===== config.mk =====
export PLATFORM = sky130hd
export DESIGN_NAME = ltl_fifo
export DESIGN_NICKNAME = d
export VERILOG_FILES = /design/src/ltl_fifo.sv
export SDC_FILE = /design/constraint.sdc
export NUM_CORES = 1
export LEC_CHECK = 0
export BUFFER_PORTS_ARGS = -buffer_cell sky130_fd_sc_hd__buf_4
export CAP_MARGIN = 20
export CORE_AREA = 2 2 39 41
export DETAILED_ROUTE_END_ITERATION = 12
export DIE_AREA = 0 0 41 43
export PLACE_DENSITY = 0.48
export SYNTH_ARGS = -nofsm -noshare
export SYNTH_HDL_FRONTEND = slang
export SYNTH_SLANG_ARGS = --single-unit

===== constraint.sdc =====
create_clock -name clk -period 1.85 [get_ports clk]
set_clock_uncertainty 0.15 [all_clocks]
set_input_delay 0.4625 -clock clk [delete_from_list [all_inputs] [get_ports clk]]
set_output_delay 0.4625 -clock clk [all_outputs]
set_load 0.005 [all_outputs]

===== src/ltl_fifo.sv =====
// Two-entry queue of registered beats.
module ltl_fifo #(
  parameter int WIDTH = 1
) (
  input  logic             clk,
  input  logic             rst,
  input  logic             push,
  input  logic [WIDTH-1:0] wdata,
  output logic             full,
  input  logic             pop,
  output logic [WIDTH-1:0] rdata,
  output logic             empty
);
  logic [WIDTH-1:0] mem [2];
  logic             wptr, rptr;
  logic [1:0]       count;
  logic             do_push, do_pop;

  assign full    = (count == 2'd2);
  assign empty   = (count == 2'd0);
  assign do_push = push & ~full;
  assign do_pop  = pop & ~empty;
  assign rdata   = mem[rptr];

  always_ff @(posedge clk) begin
    if (rst) begin
      wptr  <= 1'b0;
      rptr  <= 1'b0;
      count <= 2'd0;
    end else begin
      if (do_push) wptr <= ~wptr;
      if (do_pop) rptr <= ~rptr;
      count <= count + {1'b0, do_push} - {1'b0, do_pop};
    end
  end

  always_ff @(posedge clk) begin
    if (do_push) mem[wptr] <= wdata;
  end
endmodule


==> out/qor.yml <==
synth:
  synth.avg_cell_area_um2: 10.2
  yosys-top-cells-area: "dfxtp_1 (33%), edfxtp_1 (20%), ha_1 (8.2%)"
  yosysWarnings: 0
  synth_fp_nets: 37
  synth-edff-count: 2
  synthFlopType: "dfxtp_1"
  yosys_register_bits: 7
  yosys.area.top_type: "dfxtp_1"
  syn_inst: 30
  synth_compound_area_share_pct: 5.74
  synth_fa_ha_area_share_pct: 8.20
  yosys.area_share.simple_pct: 19.3
  seq_area_frac_synth_pct: 52.5
  synth_top_family_by_area: "simple AND/OR/NAND/NOR gates"
  netlist_area_um2: 305
  ys_types: 19
  synthArstFlopShare_pct: 0
  synth_top_area_share_pct: 32.8
  synthMuxAreaShare_pct: 3.69
  synth_xor_area_share_pct: 5.74
clock_network:
  root_buffer: "clkbuf_4"
  cts_resized: 0
  numCtsBuffers: 3
  holdBufCountCts: 0
  cts.sinks: 7
  post_cts_buffers: 0
  clock_latency_ns: 0.25
  h-tree-depth: 1
  cts_tree: "yes"
  path_clk_slew_ns: 0.05
  cts_buffer_depth: 2
timing:
  drv_slew: 0
  fmax_mhz: 579
  hold_viol: 0
  setup_viol_count_final: 0
  fin_setup_tns_ns: 0
  worstMarginPinSlew_ns: 0.177
  fin_crit_sh_pct: 93.4
  timing.hold.ws_ns: 0.250
  maxSlewHeadroom_pct: 88.1
  fin_crit_ns: 1.73
  rsz0062_at_grt: "false"
layout:
  fillers: 152
  regArea_um2: 160
  fin_cells: 57
  final_common_cell: "buf_4"
  num_antenna_cells: 0
  areaGrowthSynthToFinish_pct: 32.4
  final_util_pct: 29.2
  final_cell_area_um2: 404
  final_net_count: 49
  multi_input_area_um2: 130
  drive_above_1_share_pct: 34.1
  final_cell_mix: "buf_4 (7), dfxtp_1 (5), nor2_1 (4)"
floorplanning:
  core_area_um2: 1380
  num_rows: 14
  die_h_um: 43
  initial_core_util_pct: 22.1
  die_area_um2: 1760
  ios: 8
  dieWidth_um: 41
critical_path:
  cp-start-kind: "flop"
  crit_type: "flop to flop"
  endpoint_kind: "flop"
  critical_path_arrival_ns: 1.75
  crit_buf_inv: 1
  critical_path.cell_chain: "nand2b_2 -> nand2_1 -> ha_1 -> inv_1 -> ha_1 -> xor2_1 -> and2_1 -> nor3_1"
  crit_slowest_cell: "dfxtp_1"
  crit_fanout: 4
  crit_required_ns: 1.87
  cpMostUsedCell: "ha_1"
  max_stage_delay_ns: 0.37
  cp_top_family: "simple AND/OR/NAND/NOR gates"
global_route:
  grt_pass1_vias: 213
  overflow: 0
  grt_util_all_layers_pct: 7.24
  grt_first_pass_wirelength_um: 772
  grt_max_degree: 6
  antenna_found_initial: 0
route:
  post_drt_wl_per_cell_um: 8.68
  vias: 215
  via_per_inst: 3.77
  firstDrtPassIters: 3
  ant_nets: 0
  initialDrtViolationCount: 3
  routed_wl_um: 495
  drc_errors: 0
power_and_ir_drop:
  internal-power_mw: 0.414
  swShare_pct: 30.4
  power_frac_comb_pct: 36.3
  pwr-share-clk_pct: 23.1
  p_seq_share_pct: 40.6
  power_switching_mw: 0.181
  p_leak_nw: 0.195
  ir_drop_v: 0.000417
  power.density_nw_per_um2: 1470
place:
  portBuffers: 7
  dp_cells: 53
  dp_hpwl_um: 367
  gp_congestion: 0.627
  placed_area_um2: 378
flow_run:
  maxCapViolations: 0
outcome:
  status: "finished, final reports clean"
hold_path:
  min_path_type: "input port to flop"
==> cell usage after synthesis (2+ instances only) <==
cell      instances
inv_1             3
ha_1              2
dfxtp_1           5
nor2_1            4
edfxtp_1          2
==> worst reg2reg max path: cells and delay by family, from the launching register on <==
kind,cells,cell delay (ns)
adders and majority gates,2,0.45
buffers and inverters,1,0.04
and+or+nand+nor,4,0.48
xor gates and xnor gates,1,0.15
DFF,1,0.37
==> worst paths after layout <==
| kind | start | end | slack, ns | depth (start not counted) |
|---|---|---|---|---|
| max | count[0]$_SDFF_PP0_ | count[1]$_SDFF_PP0_ | 0.12 | 8 |
| min reg2reg | wptr$_SDFFE_PP0P_ | wptr$_SDFFE_PP0P_ | 0.34 | 2 |
| max reg2reg | count[0]$_SDFF_PP0_ | count[1]$_SDFF_PP0_ | 0.12 | 8 |
| min | wdata | mem[1]$_DFFE_PP_ | 0.25 | 1 |
==> area by class of cell <==
type                            count  area share (%)
Clock buffer                        4            6.50
Inverter                            4            3.72
Multi-Input combinational cell     19            32.2
Sequential cell                     7            39.6
Tap cell                           16            4.95
Timing Repair Buffer                7            13.0
==> power groups by stage <==
stage / combinational, mW / sequential (mW) / clock, mW
2_1_floorplan: 0.145 / 0.235 / 0
3_3_place_gp: 0.219 / 0.245 / 0
3_5_place_dp: 0.217 / 0.244 / 0
4_1_cts: 0.221 / 0.242 / 0.146
5_1_grt: 0.251 / 0.248 / 0.149
6_report: 0.216 / 0.241 / 0.137
==> logic make-up (layout without fill, tap and decap cells) <==
kind of cell,count (synthesis),count (layout)
mux,1,1
simple gates,11,11
fa+ha+maj,2,2
flops,7,7
compound gates,3,3
buf+inv,4,15
xor+xnor,2,2
==> stage by stage <==
| stage | power [mW] | setup slack, ns |
|---|---|---|
| final | 0.594 | 0.122 |
| after detailed placement | 0.461 | -0.00145 |
| after global routing | 0.648 | 0.0246 |
| after CTS | 0.608 | 0.110 |
| after floorplan | 0.380 | 0.199 |
| after global placement | 0.464 | 0.0226 |
==> layer usage <==
| metal | vias to the layer above | part of all wire [%] | global-route usage [%] |
|---|---|---|---|
| li1 | 119 | - | - |
| met1 | 88 | 49 | 7.74 |
| met2 | 8 | 40 | 8.44 |
| met3 | 0 | 10 | 4.71 |
| met4 | 0 | 0 | 8.00 |
| met5 | - | 0 | 0 |
No activity file was read; power rests on OpenSTA's default activity.
