### config.mk
export PLATFORM = sky130hd
export DESIGN_NAME = ltl_front
export DESIGN_NICKNAME = d
export VERILOG_FILES = /design/src/ltl_pkg.sv /design/src/ltl_fifo.sv /design/src/ltl_front.sv
export SDC_FILE = /design/constraint.sdc
export NUM_CORES = 1
export LEC_CHECK = 0
export BUFFER_PORTS_ARGS = -buffer_cell sky130_fd_sc_hd__buf_2
export CAP_MARGIN = 20
export CELL_PAD_IN_SITES_DETAIL_PLACEMENT = 1
export CELL_PAD_IN_SITES_GLOBAL_PLACEMENT = 2
export CORE_UTILIZATION = 34
export CTS_CLUSTER_SIZE = 14
export DETAILED_ROUTE_END_ITERATION = 12
export PLACE_DENSITY = 0.95
export SYNTH_ARGS = -nofsm -noshare
export SYNTH_HDL_FRONTEND = slang
export SYNTH_HIERARCHICAL = 1
export SYNTH_SLANG_ARGS = --single-unit
### constraint.sdc
create_clock -name clk -period 7.7 [get_ports clk]
set_input_delay 1.54 -clock clk [delete_from_list [all_inputs] [get_ports clk]]
set_output_delay 1.54 -clock clk [all_outputs]
set_load 0.02 [all_outputs]
### src/ltl_pkg.sv
// Shared types, constants and state codes for the landing throttle law.
package ltl_pkg;

  localparam logic [30:0] ONE                 = 31'd65536;
  localparam logic [31:0] GRAV                = 32'd642689;
  localparam logic [30:0] MASS_MIN            = 31'd1802240;
  localparam logic [30:0] MASS_MAX            = 31'd2293760;
  localparam logic [30:0] PASCAL_LIMIT        = 31'd2560000;
  // ceil(2^48 / 100000); the product shifted down by 48 is exact for any 31-bit reading.
  localparam logic [31:0] PASCAL_RECIP        = 32'd2814749768;
  localparam logic [30:0] PRESSURE_MAX_VALID  = 31'd20480;
  localparam logic [31:0] REFERENCE_SPEED_MAX = 32'd3276800;
  localparam logic [16:0] VALVE_COMMAND_LIMIT = 17'd65536;

  localparam int DIV_W  = 48;
  localparam int ROOT_W = 64;

  typedef enum logic [2:0] {
    CFG_TOUCHDOWN_CG_HEIGHT = 3'd0,
    CFG_SHUTDOWN_HEIGHT     = 3'd1,
    CFG_SHUTDOWN_SPEED      = 3'd2,
    CFG_TOUCHDOWN_SPEED     = 3'd3,
    CFG_PROFILE_DECEL       = 3'd4,
    CFG_SPEED_GAIN          = 3'd5,
    CFG_RATED_FORCE         = 3'd6,
    CFG_RATED_PRESSURE      = 3'd7
  } cfg_idx_t;

  typedef struct packed {
    logic [30:0] touchdown_cg_height;
    logic [30:0] shutdown_height;
    logic [30:0] shutdown_speed;
    logic [30:0] touchdown_speed;
    logic [30:0] profile_decel;
    logic [30:0] speed_gain;
    logic [30:0] rated_force;
    logic [30:0] rated_pressure;
  } cfg_t;

  typedef struct packed {
    logic [30:0] height;
    logic [30:0] speed;
    logic [21:0] mass;
    logic [30:0] pressure;
    logic        pascal;
    logic        shutdown;
  } item_t;

  typedef struct packed {
    logic [16:0]        valve_command;
    logic               output_valid;
    logic [30:0]        available_force;
    logic [30:0]        height_above_touchdown;
    logic [30:0]        downward_speed;
    logic [30:0]        reference_speed;
    logic signed [31:0] speed_error;
    logic signed [31:0] commanded_accel;
    logic [30:0]        required_force;
  } result_t;

  typedef enum logic [3:0] {
    ST_IDLE, ST_PDIV, ST_FMUL, ST_FDIV, ST_CHECK, ST_SQMUL, ST_TWMUL,
    ST_ROOT, ST_AMUL, ST_ADIV, ST_RMUL, ST_VDIV, ST_DONE
  } st_t;

endpackage

### src/ltl_fifo.sv
// Two-entry queue of registered beats.
module ltl_fifo #(
  parameter int WIDTH = 1
) (
  input  logic             clk,
  input  logic             rst,
  input  logic             push,
  input  logic [WIDTH-1:0] wdata,
  output logic             full,
  input  logic             pop,
  output logic [WIDTH-1:0] rdata,
  output logic             empty
);
  logic [WIDTH-1:0] mem [2];
  logic             wptr, rptr;
  logic [1:0]       count;
  logic             do_push, do_pop;

  assign full    = (count == 2'd2);
  assign empty   = (count == 2'd0);
  assign do_push = push & ~full;
  assign do_pop  = pop & ~empty;
  assign rdata   = mem[rptr];

  always_ff @(posedge clk) begin
    if (rst) begin
      wptr  <= 1'b0;
      rptr  <= 1'b0;
      count <= 2'd0;
    end else begin
      if (do_push) wptr <= ~wptr;
      if (do_pop) rptr <= ~rptr;
      count <= count + {1'b0, do_push} - {1'b0, do_pop};
    end
  end

  always_ff @(posedge clk) begin
    if (do_push) mem[wptr] <= wdata;
  end
endmodule

### src/ltl_front.sv
// Front end: takes input beats, clamps and classifies them, and queues them.
module ltl_front (
  input  logic                clk,
  input  logic                rst,
  input  ltl_pkg::cfg_t       cfg,
  input  logic                push,
  output logic                full,
  input  logic signed [31:0]  cg_height,
  input  logic signed [31:0]  vertical_velocity,
  input  logic signed [31:0]  vehicle_mass,
  input  logic signed [31:0]  supply_pressure,
  input  logic                q_pop,
  output logic                q_empty,
  output ltl_pkg::item_t      q_item
);
  import ltl_pkg::*;

  item_t                   item;
  logic signed [32:0]      h_diff;
  logic signed [32:0]      neg_vel;
  logic [$bits(item_t)-1:0] q_vec;

  always_comb begin
    h_diff  = {cg_height[31], cg_height} - $signed({2'b00, cfg.touchdown_cg_height});
    neg_vel = -$signed({vertical_velocity[31], vertical_velocity});

    item.height = h_diff[32] ? 31'd0 : h_diff[30:0];

    if (neg_vel[32]) item.speed = 31'd0;
    else if (neg_vel[31]) item.speed = 31'h7FFF_FFFF;
    else item.speed = neg_vel[30:0];

    if (vehicle_mass < $signed({1'b0, MASS_MIN})) item.mass = MASS_MIN[21:0];
    else if (vehicle_mass > $signed({1'b0, MASS_MAX})) item.mass = MASS_MAX[21:0];
    else item.mass = vehicle_mass[21:0];

    // Pascal readings are scaled down later by a reciprocal multiply in the back end.
    item.pascal = supply_pressure > $signed({1'b0, PASCAL_LIMIT});
    if (item.pascal) item.pressure = supply_pressure[30:0];
    else if (supply_pressure[31]) item.pressure = 31'd0;
    else if (supply_pressure > $signed({1'b0, PRESSURE_MAX_VALID}))
      item.pressure = PRESSURE_MAX_VALID;
    else item.pressure = supply_pressure[30:0];

    item.shutdown = (item.height <= cfg.shutdown_height) &&
                    (item.speed <= cfg.shutdown_speed);
  end

  ltl_fifo #(.WIDTH($bits(item_t))) u_queue (
    .clk   (clk),
    .rst   (rst),
    .push  (push),
    .wdata (item),
    .full  (full),
    .pop   (q_pop),
    .rdata (q_vec),
    .empty (q_empty)
  );

  assign q_item = item_t'(q_vec);
endmodule

==> results_dict.tcl <==
set metrics [dict create \
    required_ns 8.07 \
    synth_area_leader_cell "edfxtp_1" \
    synth.area.top_cells "edfxtp_1 51%, ha_1 8.7%, mux2_2 7.1%" \
    worstSetupEndpointType "register" \
    finalSetupViolations 0 \
    rsz0062_at_grt "false" \
    timing.final.crit_share 0.755 \
    via_per_inst 5.03 \
    antenna_found_initial 9 \
    overflow 0 \
    nFillCells 4385 \
    clock_latency_ns 0.53 \
    wl_per_cell_um 19.4 \
    io_buffers 343 \
    async_reset_ff_frac 0 \
    antenna_left 0 \
    r2r-end "u_queue/mem[0][3]" \
    syn2layout_area_growth_pct 23.0 \
    ys_seq_area_frac 0.517 \
    postCtsHoldBufs 0 \
    ys_ff_latch 239 \
    clk_pin_slew_ns 0.06 \
    numCtsBuffers 26 \
    post_cts_buffers 0 \
    cp_max_fo 22 \
    start_util 0.346 \
    syn_area_um2 13800 \
    p_leak_uw 0.00746 \
    synth_edf_count 234 \
    startpoint "cg_height[0]" \
    start_kind "input pin" \
    syn_inst 1139 \
    drc 0 \
    ys_types 63 \
    clock.fmax_mhz 172 \
    gp_congestion 0.841 \
    hold_path_class "reg -> reg" \
    status "completed" \
    grt_pass1_wl_um 59800 \
    r2r_cells 5 \
    fin_hold_ws_ns 0.537 \
    slew_violations 0 \
    die_w_um 203 \
    grt_max_degree 74 \
    core_area_um2 39800 \
    finClkSkew_ns 0.00843 \
    path_class "in -> reg" \
    routed_wl_um 39400 \
    first_global_vias 11000 \
    cts.sinks 239 \
    syn_area_per_cell_um2 12.1 \
    timing.rr.start "u_queue/count[0]" \
    vias 10200 \
    crit_end "u_queue/mem[0][0]" \
    power_per_cell_area_nw_per_um2 270 \
    cts_tree "yes" \
    cap_violations 0 \
    ctsResizeCount 0 \
    synthFlopType "edfxtp_1" \
    max-vdd-ir-drop_v 0.000131 \
    die_h_um 203 \
    h-tree-depth 1 \
    power.total_uw 4580 \
    cts_root_buffer "clkbuf_16" \
    ioPinCount 499 \
    r2r_setup_slack_ns 4.77 \
    grt_use_total 0.186 \
    drt_first_pass_iters 4 \
    drive_gt1_frac 0.373 \
    dieArea_um2 41300 \
    layout.nets 1962 \
    arrival_ns 6.18 \
    max_slew_margin 0.256 \
    hold_viol 0 \
    syn-num-nets 1616 \
    yosysWarnings 6 \
    worstMarginPinSlew_ns 1.11 \
    tns_ns 0 \
    cts_buffer_depth 3 \
    num_rows 73 \
    hp-start "u_queue/wptr" \
    fin_crit_ns 5.81 \
    initialDrtViolationCount 374 \
    synth_top_area_share 0.510 \
    ys_top_cells_by_count "234 x edfxtp_1, 110 x inv_1, 96 x ha_1, 87 x mux2_2, 79 x nor2_1" \
    place_hpwl_um 30400 \
    yosysMostFrequentCell "edfxtp_1" \
]
## power by group
| part | total, µW | switching [µW] | internal, µW |
|---|---|---|---|
| clock | 1280 | 518 | 759 |
| sequential | 1750 | 73.6 | 1680 |
| combinational | 1560 | 943 | 612 |
| total | 4580 | 1530 | 3050 |
## final cells by class
| cell class | instances | area (µm²) | area share |
|---|---|---|---|
| diodes | 6 | 15.0 | 0.000886 |
| clock buffers | 30 | 666 | 0.0393 |
| repair buffers | 353 | 1800 | 0.106 |
| clock inverters | 18 | 214 | 0.0126 |
| inverters | 110 | 415 | 0.0245 |
| flip-flops and latches | 239 | 7130 | 0.421 |
| well taps | 525 | 657 | 0.0387 |
| multi-input cells | 755 | 6060 | 0.357 |
## layer usage
metal,part of all wire,global-route usage,vias up
li1,-,-,4861
met1,0.40,0.218,4978
met2,0.50,0.334,334
met3,0.076,0.0455,63
met4,0.024,0.0553,8
met5,0.0015,0,-
## kinds of logic after synthesis
kind of cell               share of synthesized area
buffers and inverters                         0.0446
AOI/OAI and AO/OA                             0.0961
DFF                                            0.517
muxes                                          0.104
and+or+nand+nor                                0.113
adders and majority gates                     0.0886
xor gates and xnor gates                      0.0357
## per-stage QoR
step | instance area, µm² | utilization | instances | setup slack (ns)
6_report | 17000 | 0.426 | 2036 | 1.89
5_1_grt | 16900 | 0.426 | 2034 | 1.47
4_1_cts | 16900 | 0.425 | 2029 | 1.83
3_5_place_dp | 16000 | 0.403 | 1981 | 1.26
3_3_place_gp | 16000 | 0.403 | 1981 | 1.38
2_1_floorplan | 13800 | - | 1139 | 2.25
## layout by cell type (no fill, tap or decap), types with 5 or more instances in the layout
| cell type | count |
|---|---|
| mux2_2 | 87 |
| buf_4 | 9 |
| and2_1 | 48 |
| o21ai_0 | 29 |
| nand2_1 | 39 |
| xnor2_1 | 26 |
| a21oi_2 | 31 |
| inv_1 | 109 |
| nand2b_1 | 5 |
| nand4_1 | 23 |
| a21oi_1 | 61 |
| buf_2 | 343 |
| edfxtp_1 | 234 |
| nor3_1 | 15 |
| a211oi_1 | 5 |
| diode_2 | 6 |
| nor2b_1 | 7 |
| nor4_1 | 14 |
| a31oi_1 | 6 |
| ha_1 | 96 |
| nand3_1 | 14 |
| or3_1 | 10 |
| xor2_1 | 27 |
| nor2_1 | 78 |
| clkbuf_16 | 26 |
| or4_1 | 5 |
| mux2_4 | 30 |
| a21o_1 | 45 |
## worst min path at each step
stage | cells past startpoint | endpoint | slack (ns)
detailed placement | 2 | u_queue/wptr | 0.50
floorplan | 2 | u_queue/wptr | 0.45
CTS | 2 | u_queue/wptr | 0.52
global route | 2 | u_queue/wptr | 0.54
finish | 2 | u_queue/wptr | 0.54
global placement | 2 | u_queue/wptr | 0.47
## critical path: stages
cell	delay, ns
buf_2	0.09
inv_1	0.04
ha_1	0.16
inv_1	0.05
fa_1	0.39
a21oi_1	0.19
o21ai_0	0.18
and4b_1	0.23
nor2_1	0.21
a21oi_1	0.15
o21ai_0	0.26
nand3_1	0.11
buf_4	0.18
nand2_1	0.20
buf_4	0.31
nor2_1	0.12
ha_1	0.32
a21o_1	0.18
a21o_1	0.17
a21oi_1	0.16
o21ai_0	0.09
a21oi_1	0.21
o221ai_1	0.16
a21oi_1	0.18
a41oi_1	0.10
a21oi_1	0.20
## registers in the layout, summed over array words and instances, names as in the netlist, named ones only
register       count
u_queue/mem      234
u_queue/count      2
u_queue/rptr       1
u_queue/wptr       1
Note: power is estimated with default switching activity, not from simulation.
